**config.mk**
```make
export PLATFORM = sky130hd
export DESIGN_NAME = swc_front
export DESIGN_NICKNAME = d
export VERILOG_FILES = /design/src/hdl/swc_pkg.sv /design/src/hdl/swc_front.sv
export SDC_FILE = /design/constraint.sdc
export NUM_CORES = 1
export LEC_CHECK = 0
export BUFFER_PORTS_ARGS = -buffer_cell sky130_fd_sc_hd__buf_2
export CORE_MARGIN = 2
export CORE_UTILIZATION = 25
export DETAILED_ROUTE_END_ITERATION = 16
export GPL_TIMING_DRIVEN = 0
export PLACE_DENSITY = 0.55
export REMOVE_ABC_BUFFERS = 1
export SETUP_SLACK_MARGIN = 0.2
export SLEW_MARGIN = 20
export SYNTH_ARGS = -nofsm -noshare
export SYNTH_HDL_FRONTEND = slang
export SYNTH_SLANG_ARGS = --single-unit
```
**constraint.sdc**
```tcl
create_clock -name clk -period 6.1 [get_ports clk]
set_clock_uncertainty 0.1 [all_clocks]
set_input_delay 0.305 -clock clk [delete_from_list [all_inputs] [get_ports clk]]
set_output_delay 0.305 -clock clk [all_outputs]
set_load 0.005 [all_outputs]
```
**src/hdl/swc_pkg.sv**
```systemverilog
// Shared types and constants for the segment window clipper.
// Used by the interfaces, the front, the queue, the back and the top level.
package swc_pkg;

  localparam int unsigned CoordW = 32;
  localparam int unsigned CfgIdxW = 3;

  localparam logic [CfgIdxW-1:0] RegMinX = 3'd0;
  localparam logic [CfgIdxW-1:0] RegMaxX = 3'd1;
  localparam logic [CfgIdxW-1:0] RegMinY = 3'd2;
  localparam logic [CfgIdxW-1:0] RegMaxY = 3'd3;
  localparam logic [CfgIdxW-1:0] RegMode = 3'd4;

  typedef logic signed [CoordW-1:0] coord_t;

  typedef struct packed {
    coord_t point_x;
    coord_t point_y;
    logic   path_start;
  } point_t;

  typedef struct packed {
    coord_t seg_x0;
    coord_t seg_y0;
    coord_t seg_x1;
    coord_t seg_y1;
  } seg_t;

  // Work handed from the front to the back: a segment to clip, or a point
  // that is already known to be kept (bypass).
  typedef struct packed {
    logic   bypass;
    coord_t x0;
    coord_t y0;
    coord_t x1;
    coord_t y1;
  } job_t;

  typedef enum logic [3:0] {
    BK_IDLE, BK_XREJ, BK_CUTX0, BK_CUTX1, BK_YREJ, BK_CUTY0, BK_CUTY1,
    BK_WAITDIV, BK_MUL, BK_DIV, BK_FIN, BK_OUT
  } bk_state_t;

  function automatic coord_t sat32(input logic signed [64:0] v);
    if (v > 65'sd2147483647) begin
      sat32 = 32'sh7fffffff;
    end else if (v < -65'sd2147483648) begin
      sat32 = 32'sh80000000;
    end else begin
      sat32 = coord_t'(v[31:0]);
    end
  endfunction

  function automatic coord_t sub_sat(input coord_t a, input coord_t b);
    logic signed [64:0] d;
    d = 65'(a) - 65'(b);
    sub_sat = sat32(d);
  endfunction

endpackage

```
**src/hdl/swc_front.sv**
```systemverilog
// Front part: accepts points, keeps the previous point, classifies each beat.
// Depends on swc_pkg.
module swc_front (
  input  logic              clk,
  input  logic              rst_n,
  input  logic              in_valid,
  output logic              in_ready,
  input  swc_pkg::point_t   in_data,
  input  logic              draw_mode,
  input  swc_pkg::coord_t   min_x,
  input  swc_pkg::coord_t   max_x,
  input  swc_pkg::coord_t   min_y,
  input  swc_pkg::coord_t   max_y,
  output logic              q_valid,
  input  logic              q_ready,
  output swc_pkg::job_t     q_data
);
  swc_pkg::coord_t prev_x_r, prev_y_r;
  logic have_prev_r;
  logic acc, in_win, swap;

  assign in_ready = q_ready;
  assign acc = in_valid && in_ready;
  assign in_win = !(in_data.point_x < min_x || in_data.point_x > max_x ||
                    in_data.point_y < min_y || in_data.point_y > max_y);
  assign swap = in_data.point_x < prev_x_r;

  always_comb begin
    q_data.bypass = draw_mode;
    if (draw_mode) begin
      q_data.x0 = in_data.point_x;
      q_data.y0 = in_data.point_y;
      q_data.x1 = in_data.point_x;
      q_data.y1 = in_data.point_y;
      q_valid = in_valid && in_win;
    end else begin
      q_data.x0 = swap ? in_data.point_x : prev_x_r;
      q_data.y0 = swap ? in_data.point_y : prev_y_r;
      q_data.x1 = swap ? prev_x_r : in_data.point_x;
      q_data.y1 = swap ? prev_y_r : in_data.point_y;
      q_valid = in_valid && have_prev_r && !in_data.path_start;
    end
  end

  // A beat that produces no job is still taken when the queue has room.
  always_ff @(posedge clk) begin
    if (!rst_n) begin
      prev_x_r <= '0;
      prev_y_r <= '0;
      have_prev_r <= 1'b0;
    end else if (acc) begin
      prev_x_r <= in_data.point_x;
      prev_y_r <= in_data.point_y;
      have_prev_r <= 1'b1;
    end
  end
endmodule

```
==> impl_metrics.tcl, run 1 <==
set metrics [dict create \
    status "finished, final reports clean" \
    clkLatencyLatePin_ps 330 \
    grt_pass1_wl_um 41370 \
    synth_area_mm2 0.007991 \
    drt_iter0_drc 196 \
    yosysTopAreaCell "ha_1" \
    boundaryPins 329 \
    wl_per_cell_um 15.68 \
    critPathArrivalTime_ps 4070 \
    drtPass1Iterations 4 \
    layout-drive-gt1-share_pct 35.62 \
    path_max_fanout 19 \
    cts_inserted_buffers 9 \
    die_area_mm2 0.03341 \
    wl_um 26860 \
    rrSetupSlack_ps 5280 \
    yosysWarnings 0 \
    ctsResizeCount 0 \
    critPathKind "reg -> out" \
    ant_nets 0 \
    drc 0 \
    hold_path.class "in -> reg" \
    synth-seq-cells 65 \
    cts_setup_buffers 0 \
    syn_avg_cell_area_um2 8.064 \
    synth.area.top_cells "ha_1, dfxtp_1, mux2_2" \
    track_usage_pct 15.67 \
    final-hold-violation-count 0 \
    ir_worst_vdd_mv 0.1258 \
    place_hpwl_um 21880 \
    setup_tns_ps 0 \
    utilization_pct 32.95 \
    grt_max_degree 66 \
    cts_root_buf "clkbuf_16" \
    period_needed_ps 4479 \
    ys.flop_type "dfxtp_1" \
    finalSetupViolCount 0 \
    syn_inst 991 \
    synth-seq-area-share_pct 16.28 \
    crit_path_start "prev_x_r[5]" \
    antenna_cells 0 \
    p_leak_nw 5.334 \
    rr_startpoint "prev_x_r[15]" \
    rsz0062_at_grt "no" \
    grt_pass1_vias 7707 \
    hp-start "in_data[25]" \
    synth_edf_count 0 \
    via_per_inst 4.651 \
    ys_types 49 \
    cap_violations 0 \
    portBuffers 328 \
    clock.fmax_mhz 223.3 \
    maxSlewHeadroom_pct 34.47 \
    async_reset_ff_share_pct 0 \
    die_w_um 182.8 \
    core_mm2 0.03156 \
    r2r-end "prev_x_r[15]" \
    rr_worst_depth 2 \
    crit_required_ps 5690 \
    row_count 65 \
    p_per_area_mw_per_mm2 162.0 \
    antenna_found_initial 1 \
    area_delta_synth_final_pct 30.11 \
    startpoint_type "register" \
    worstHoldPathCells 3 \
    cts.htree.levels 3 \
    worst_hold_path.endpoint "prev_y_r[24]" \
    nNetsFinal 1661 \
    cts.path.max_buffers 2 \
    path_clk_slew_ps 60 \
    layout_commonest_cell "buf_2" \
    cts.sinks 65 \
    dieHeight_um 182.8 \
    cts_tree "yes" \
    final_cell_mix "buf_2, inv_1, nand2_1" \
    overflow 0 \
    tightestPinTransition_ps 958.1 \
    initial_core_util_pct 25.33 \
    end_kind "output port" \
    fin_crit_sh_pct 73.43 \
    synth_top_area_share_pct 24.58 \
    total_power_mw 1.685 \
    vias 7968 \
    gp_congestion 0.8094 \
    holdBufCountCts 0 \
    maxSlewViolCount 0 \
]
## layout make-up
| cell class | count | area (um^2) |
|---|---|---|
| Sequential cell | 65 | 1301 |
| Clock inverter | 5 | 56.30 |
| Multi-Input combinational cell | 729 | 5863 |
| Tap cell | 402 | 503.0 |
| Fill cell | 3389 | 21160 |
| Clock buffer | 11 | 232.7 |
| Inverter | 163 | 611.8 |
| Timing Repair Buffer | 338 | 1829 |
## worst max path at each step
stage                             end  slack, ps  cells after the start
after floorplan           q_data[100]       2330                      9
after global placement     q_data[28]        570                     11
after detailed placement   q_data[28]       1740                     13
after CTS                  q_data[28]       1420                     13
after global routing       q_data[28]       1270                     13
final                      q_data[28]       1620                     13
## where the power goes
group	switching (mW)	internal [mW]
Sequential	0.0172	0.444
Combinational	0.344	0.341
Clock	0.220	0.317
Total	0.582	1.10
## worst max-delay path, stage by stage, from the launching register on
cell,delay (ps)
dfxtp_1,360
inv_1,60
ha_1,280
a21o_1,180
nand3_1,70
a21oi_1,60
a2111oi_0,850
o21a_1,290
o211ai_4,160
mux2i_4,490
buf_8,230
buf_16,170
mux2_2,380
buf_2,140
## state kept, by name, indices dropped and copies added, names as in the netlist
signal	count
have_prev_r	1
prev_x_r	32
prev_y_r	32
## per-stage QoR
| stage | hold slack [ps] | instances | instance area, um^2 | worst slack, ps |
|---|---|---|---|---|
| floorplan | 322.8 | 957 | 7766 | 2326 |
| global placement | 337.8 | 1687 | 9911 | 566.6 |
| detailed placement | 346.4 | 1697 | 10110 | 1744 |
| CTS | 142.7 | 1713 | 10400 | 1420 |
| global route | 155.7 | 1713 | 10400 | 1266 |
| finish | 163.9 | 1713 | 10400 | 1621 |
## synth_stat cells (2+ instances only)
cell,count
o211ai_1,5
a211oi_1,9
nand2b_1,5
nand3_1,10
mux2i_4,2
o2111ai_1,2
o21a_1,3
mux2_2,107
o21ai_0,26
ha_1,157
a311oi_1,2
a21o_1,13
a31oi_1,4
mux2_1,20
buf_4,2
o31ai_1,3
nand4_1,26
buf_6,12
a21oi_1,55
dfxtp_1,65
clkbuf_1,19
inv_1,163
nand2_1,159
and4_1,2
nor4_1,4
nor2b_1,4
nor3_1,6
a21boi_0,66
a2111oi_0,4
nor2_1,17
## per-layer routing
metal | routed length, um | track usage (%) | vias to the layer above | part of all wire [%]
met5 | 13 | 0 | - | 0.048
met4 | 332 | 3.744 | 2 | 1.2
met3 | 1477 | 2.998 | 21 | 5.5
met2 | 12880 | 27.18 | 250 | 48
met1 | 12150 | 20.04 | 3631 | 45
li1 | - | - | 4064 | -
## cell families (layout without fill, tap and decap cells)
logic type                 count (synthesis)  count (layout)  share of synthesized area, %
AOI/OAI and AO/OA                        201             201                         16.66
xor gates and xnor gates                   2               2                        0.2192
adders and majority gates                157             157                         24.58
buffers and inverters                    197             517                         10.47
DFF                                       65              65                         16.28
muxes                                    130             130                         18.58
and+or+nand+nor                          239             239                         13.20
(Power assumes the default switching activity.)
==> inputs of run 2 (changes only) <==
--- a/config.mk
+++ b/config.mk
@@ -5,6 +5,7 @@
 export SDC_FILE = /design/constraint.sdc
 export NUM_CORES = 1
 export LEC_CHECK = 0
+export ABC_AREA = 1
 export BUFFER_PORTS_ARGS = -buffer_cell sky130_fd_sc_hd__buf_2
 export CORE_MARGIN = 2
 export CORE_UTILIZATION = 25
==> constraint.sdc (replaced) <==
create_clock -name clk -period 4.32 [get_ports clk]
set_clock_uncertainty 0.1 [all_clocks]
set_input_delay 0.216 -clock clk [delete_from_list [all_inputs] [get_ports clk]]
set_output_delay 0.216 -clock clk [all_outputs]
set_load 0.005 [all_outputs]
==> run 2 against run 1 <==
  * Clock power rose by 45%
  * Total power rose by 52%
  * Largest power group unchanged
  * Flip-flop and latch count is the same
  * Design area up 0.96%
  * First-iteration DRC count up 73%
  * Area after synthesis is 3.1% higher
  * Wire length grew 13%
  * Hold slack worse by 62 ps
  * Critical endpoint is now q_data[95]
  * Synthesized cell count grew 37%
==> impl_metrics.tcl, run 2 <==
set metrics [dict create \
    initial_core_util_pct 25.38 \
    ir_worst_vdd_mv 0.1830 \
    setup_ws_ps 635.4 \
    critPathArrivalTime_ps 3370 \
    ant_nets 0 \
    synth_area_mm2 0.008238 \
    yosysWarnings 0 \
    drc 0 \
    yosysTopAreaCell "ha_1" \
    gp_congestion 0.7980 \
    cts.htree.levels 3 \
    dp.cells 2072 \
    maxSlewViolCount 0 \
    synth_edf_count 0 \
    synth_compound_area_share_pct 13.23 \
    drt_iter0_drc 339 \
    end_kind "output port" \
    cts.path.max_buffers 2 \
    synth-seq-area-share_pct 15.80 \
    synth_common_cells "nand2_1, inv_1, ha_1" \
    hp-start "in_data[12]" \
    track_usage_pct 17.21 \
    nFillCells 3638 \
    fin_crit_sh_pct 85.29 \
    layout-drive-gt1-share_pct 21.69 \
    startpoint_type "register" \
    rrSetupSlack_ps 3470 \
    wl_per_cell_um 14.52 \
    rr_worst_depth 2 \
    setup_tns_ps 0 \
    syn_avg_cell_area_um2 6.057 \
    crit_required_ps 4000 \
    status "finished, final reports clean" \
    cts.sinks 65 \
    holdBufCountCts 0 \
    cts_tree "yes" \
    hold_path.class "in -> reg" \
    die_w_um 185.5 \
    largestRegisters "prev_x_r (32), prev_y_r (32), have_prev_r (1)" \
    rr_startpoint "prev_x_r[0]" \
    boundaryPins 329 \
    synth_xor_area_share_pct 0 \
    r2r-end "prev_x_r[0]" \
    syn_inst 1360 \
    path_max_fanout 64 \
    via_per_inst 4.546 \
    grt_pass1_wl_um 46500 \
    critPathKind "reg -> out" \
    worstHoldPathCells 3 \
    p_leak_nw 6.151 \
    portBuffers 328 \
    ys.flop_type "dfxtp_1" \
    clock.fmax_mhz 271.4 \
    dieHeight_um 185.5 \
    synth-seq-cells 65 \
    layout_commonest_cell "nand2_1" \
    grt_pass1_vias 9123 \
    p_per_area_mw_per_mm2 243.9 \
    wl_um 30390 \
    synth-simple-area-share_pct 33.89 \
    area_delta_synth_final_pct 27.43 \
    async_reset_ff_share_pct 0 \
    dp_slack_ps 467.2 \
    synth.mux.area_fraction_pct 0 \
    period_needed_ps 3685 \
    vias 9514 \
    final_cell_mix "nand2_1, buf_2, inv_1" \
    finalSetupViolCount 0 \
    cap_violations 0 \
    yosysMostFrequentCell "nand2_1" \
    drtPass1Iterations 5 \
    core_mm2 0.03245 \
    path_clk_slew_ps 70 \
    worst_hold_path.endpoint "prev_y_r[11]" \
    synth.area.top_cells "ha_1, nand2_1, dfxtp_1" \
    ys_types 32 \
    synth_top_family_by_area "simple AND/OR/NAND/NOR gates" \
    instances_no_fill 2093 \
    final-hold-violation-count 0 \
    tightestPinTransition_ps 712.2 \
    cts_inserted_buffers 9 \
    cts_setup_buffers 0 \
    die_area_mm2 0.03442 \
    row_count 66 \
    clkLatencyLatePin_ps 330 \
    cts_root_buf "clkbuf_16" \
    grt_max_degree 94 \
    place_hpwl_um 22630 \
    nNetsFinal 1996 \
    synth_fa_ha_area_share_pct 23.85 \
    overflow 0 \
    synth_top_area_share_pct 23.85 \
    maxSlewHeadroom_pct 52.52 \
    rsz0062_at_grt "no" \
    antenna_found_initial 0 \
]
## run 2: cell types whose count changed after synthesis, sizes merged, moves of 8 or more
cell,change
mux2,-127
nand4,-16
clkbuf,+14
buf,+12
inv,+33
a21oi,+54
nor2,+79
nand3,+128
a211oi,-8
nand2,+253
a21o,-12
o21ai,+60
a21boi,-66
## run 2: timing repair
action / 4_1_cts / 5_1_grt
endpoints found under the setup margin: 126 / 126
endpoints found under the hold margin: 0 / 0
gates resized for setup: 2 / 2
pin swaps: 0 / 0
## run 2: cell type report
class / instances / area, um^2 / area share (%)
Multi-Input combinational cell: 1038 / 5888 / 56.09
Timing Repair Buffer: 330 / 1699 / 16.19
Sequential cell: 65 / 1301 / 12.40
Inverter: 197 / 745.7 / 7.104
Tap cell: 442 / 553.0 / 5.268
Clock buffer: 11 / 242.7 / 2.312
Clock inverter: 5 / 55.05 / 0.5244
Antenna cell: 5 / 12.51 / 0.1192
## run 2: power breakdown
part           switching, mW  internal (mW)  total [mW]
clock                  0.319          0.462       0.781
combinational          0.691          0.417        1.11
sequential            0.0322          0.640       0.672
## run 2: critical path: stages (launching register included)
cell	delay, ps
dfxtp_1	360
inv_1	70
ha_1	290
a21oi_1	150
nor2_1	50
a211oi_1	160
nand2_1	120
nand2_1	70
nand2_1	90
nand2_2	110
nand3_1	180
nand2_8	490
nand2_8	460
nand2_1	160
nand2_1	90
buf_2	140
## run 2: worst max path at each step
stage | startpoint | end | slack (ps) | cells past startpoint
finish | prev_x_r[5] | q_data[95] | 640 | 15
global route | prev_x_r[5] | q_data[95] | 280 | 15
CTS | prev_x_r[29] | q_data[95] | 310 | 14
detailed placement | prev_x_r[29] | q_data[95] | 470 | 14
global placement | in_valid | prev_y_r[0] | -1470 | 5
floorplan | draw_mode | q_data[0] | 900 | 4
## run 2: cell families (layout without fill, tap and decap cells)
logic type | Yosys count | in the layout
and+or+nand+nor | 670 | 670
adders and majority gates | 157 | 157
other | 0 | 5
DFF | 65 | 65
AOI/OAI and AO/OA | 211 | 211
buffers and inverters | 257 | 543
## run 2: layer usage
metal  vias up  share of wire, %  GRT usage, %  wire, um
li1       4965                 -             -         -
met1      4280                47         22.52     14160
met2       243                47         29.48     14340
met3        26               4.6         2.309      1410
met4         0               1.5         4.825       469
met5         -                 0             0         0
## run 2: per-stage QoR
stage | hold WS, ps | power [mW] | util (%) | instance area (um^2)
finish | 101.9 | 2.561 | 32.35 | 10500
CTS | 90.53 | 2.594 | 32.25 | 10470
global route | 94.35 | 2.786 | 32.31 | 10490
floorplan | 233.8 | 1.272 | - | 7886
global placement | 347.1 | 1.775 | 31.06 | 10080
detailed placement | 355.7 | 1.794 | 31.28 | 10150
==> inputs of run 3 (changes only) <==
--- a/config.mk
+++ b/config.mk
@@ -7,11 +7,13 @@
 export LEC_CHECK = 0
 export ABC_AREA = 1
 export BUFFER_PORTS_ARGS = -buffer_cell sky130_fd_sc_hd__buf_2
+export CELL_PAD_IN_SITES_DETAIL_PLACEMENT = 1
+export CELL_PAD_IN_SITES_GLOBAL_PLACEMENT = 2
 export CORE_MARGIN = 2
 export CORE_UTILIZATION = 25
 export DETAILED_ROUTE_END_ITERATION = 16
 export GPL_TIMING_DRIVEN = 0
-export PLACE_DENSITY = 0.55
+export PLACE_DENSITY = 0.91
 export REMOVE_ABC_BUFFERS = 1
 export SETUP_SLACK_MARGIN = 0.2
 export SLEW_MARGIN = 20
==> constraint.sdc (replaced) <==
create_clock -name clk -period 3.5 [get_ports clk]
set_clock_uncertainty 0.1 [all_clocks]
set_input_delay 0.175 -clock clk [delete_from_list [all_inputs] [get_ports clk]]
set_output_delay 0.175 -clock clk [all_outputs]
set_load 0.005 [all_outputs]
==> run 3 against run 2 <==
  * Flip-flop and latch count unchanged
  * Setup slack worse by 320 ps
  * Sequential power up 24%
  * Cell count up 1.5%
  * Via count increased by 7.5%
  * Design area increased by 5.6%
  * Critical endpoint is now q_data[105]
  * Largest power group unchanged
==> impl_metrics.tcl, run 3 (synthesis results as in run 2) <==
set metrics [dict create \
    status "finished, final reports clean" \
    nNetsFinal 2024 \
    crit_buf_inv 2 \
    critPathArrivalTime_ps 2910 \
    cts.path.max_buffers 2 \
    total_power_mw 3.659 \
    area_delta_synth_final_pct 34.55 \
    cts_root_buf "clkbuf_16" \
    gp_congestion 0.8164 \
    grt_pass1_vias 10200 \
    initial_core_util_pct 25.38 \
    dieHeight_um 185.5 \
    grt_max_degree 94 \
    rr_startpoint "prev_x_r[0]" \
    vias 10230 \
    cp_top_family "simple AND/OR/NAND/NOR gates" \
    boundaryPins 329 \
    final-hold-violation-count 0 \
    ir_worst_vdd_mv 0.2287 \
    layout-drive-gt1-share_pct 23.54 \
    crit_path_start "prev_x_r[27]" \
    startpoint_type "register" \
    crit_chain "inv_1, ha_1, nand2_1, nor2_1, nand2_1, nor4_4, nand2_4, nand2_4, nand2_8, nand2_8, nand2_8, nand2_1, nand2_1, buf_2" \
    path_clk_slew_ps 60 \
    worstHoldPathCells 3 \
    cts.htree.levels 3 \
    overflow 0 \
    slowest_delay_ps 370 \
    p_per_area_mw_per_mm2 330.1 \
    clkLatencyLatePin_ps 340 \
    track_usage_pct 21.58 \
    instances_no_fill 2124 \
    clock.fmax_mhz 313.7 \
    worst_hold_path.endpoint "prev_x_r[0]" \
    grt_pass1_wl_um 56630 \
    dp.cells 2072 \
    wl_um 41150 \
    cts_tree "yes" \
    period_needed_ps 3188 \
    cts_inserted_buffers 9 \
    maxSlewHeadroom_pct 51.09 \
    critPathKind "reg -> out" \
    drt_iter0_drc 407 \
    final_cell_mix "nand2_1, buf_2, inv_1" \
    largestRegisters "prev_x_r (32), prev_y_r (32), have_prev_r (1)" \
    ant_nets 0 \
    holdBufCountCts 0 \
    portBuffers 328 \
    crit_slowest_cell "dfxtp_1" \
    hp-start "in_data[33]" \
    cpMostUsedCell "nand2_1" \
    finalSetupViolCount 0 \
    hold_path.class "in -> reg" \
    rsz0062_at_grt "no" \
    layout_commonest_cell "nand2_1" \
    cap_violations 0 \
    maxSlewViolCount 0 \
    rr_worst_depth 2 \
    crit_required_ps 3220 \
    cts.sinks 65 \
    wl_per_cell_um 19.37 \
    end_kind "output port" \
    core_mm2 0.03245 \
    final_area_mm2 0.01108 \
    tightestPinTransition_ps 733.6 \
    die_w_um 185.5 \
    drtPass1Iterations 5 \
    drc 0 \
    via_per_inst 4.815 \
    rrSetupSlack_ps 2690 \
    row_count 66 \
    place_hpwl_um 25550 \
    antenna_found_initial 8 \
    dpl_cell_area_mm2 0.01015 \
    p_leak_nw 6.347 \
    r2r-end "prev_x_r[0]" \
    path_max_fanout 8 \
    die_area_mm2 0.03442 \
    fin_crit_sh_pct 91.09 \
]
[run 3: cell count changes in the layout (fill, tap and decap cells not counted), sizes merged]
cell	before	now
buf	330	338
bufinv	1	2
clkbuf	11	12
clkinv	3	1
diode	5	8
nand2	412	432
[run 3: final cells by class]
cell class / instances / area (um^2)
fillers: 4353 / 21370
multi-input cells: 1058 / 6341
inverters: 197 / 745.7
clock buffers: 12 / 256.5
flip-flops and latches: 65 / 1303
well taps: 442 / 553.0
clock inverters: 4 / 75.07
diodes: 8 / 20.02
repair buffers: 338 / 1790
[run 3: routing by layer]
metal	global-route usage [%]	vias to the layer above	routed length, um
li1	-	5061	-
met1	26.71	4824	17750
met2	38.10	262	19630
met3	2.211	77	2019
met4	8.825	2	1732
met5	0	-	14
[run 3: repair_timing]
| item | 4_1_cts | 5_1_grt |
|---|---|---|
| resized for setup | 13 | 30 |
| pin swaps | 5 | 5 |
| gates cloned | 8 | 12 |
| setup endpoints to repair | 126 | 126 |
| setup buffers | 7 | 1 |
[run 3: per-stage QoR]
stage               hold WS [ps]  TNS [ps]  setup WS [ps]  util, %
global route               82.26         0          148.2    34.15
global placement           346.3   -340190          -2282    31.06
CTS                        53.55         0          148.4    33.03
detailed placement         362.6    -47170         -439.5    31.28
floorplan                  192.8         0          166.5        -
finish                     59.50         0          312.0    34.15
[run 3: power breakdown]
part | internal, mW | total [mW] | switching (mW)
Combinational | 0.610 | 1.76 | 1.15
Clock | 0.665 | 1.07 | 0.404
Sequential | 0.790 | 0.830 | 0.0394
Total | 2.07 | 3.66 | 1.59
[run 3: worst max path at each step]
stage                              to  slack (ps)  cells after the start
after floorplan             q_data[0]         170                      4
after global placement    prev_y_r[0]       -2280                      5
after detailed placement    q_data[8]        -440                     15
after CTS                 q_data[104]         150                     15
after global routing        q_data[8]         150                     14
final                     q_data[105]         310                     14
[run 3: worst register-to-register path, delay by kind of cell (launching register included)]
family / cells / cell delay [ps]
flip-flops: 1 / 390
AO/OA/AOI/OAI: 2 / 250
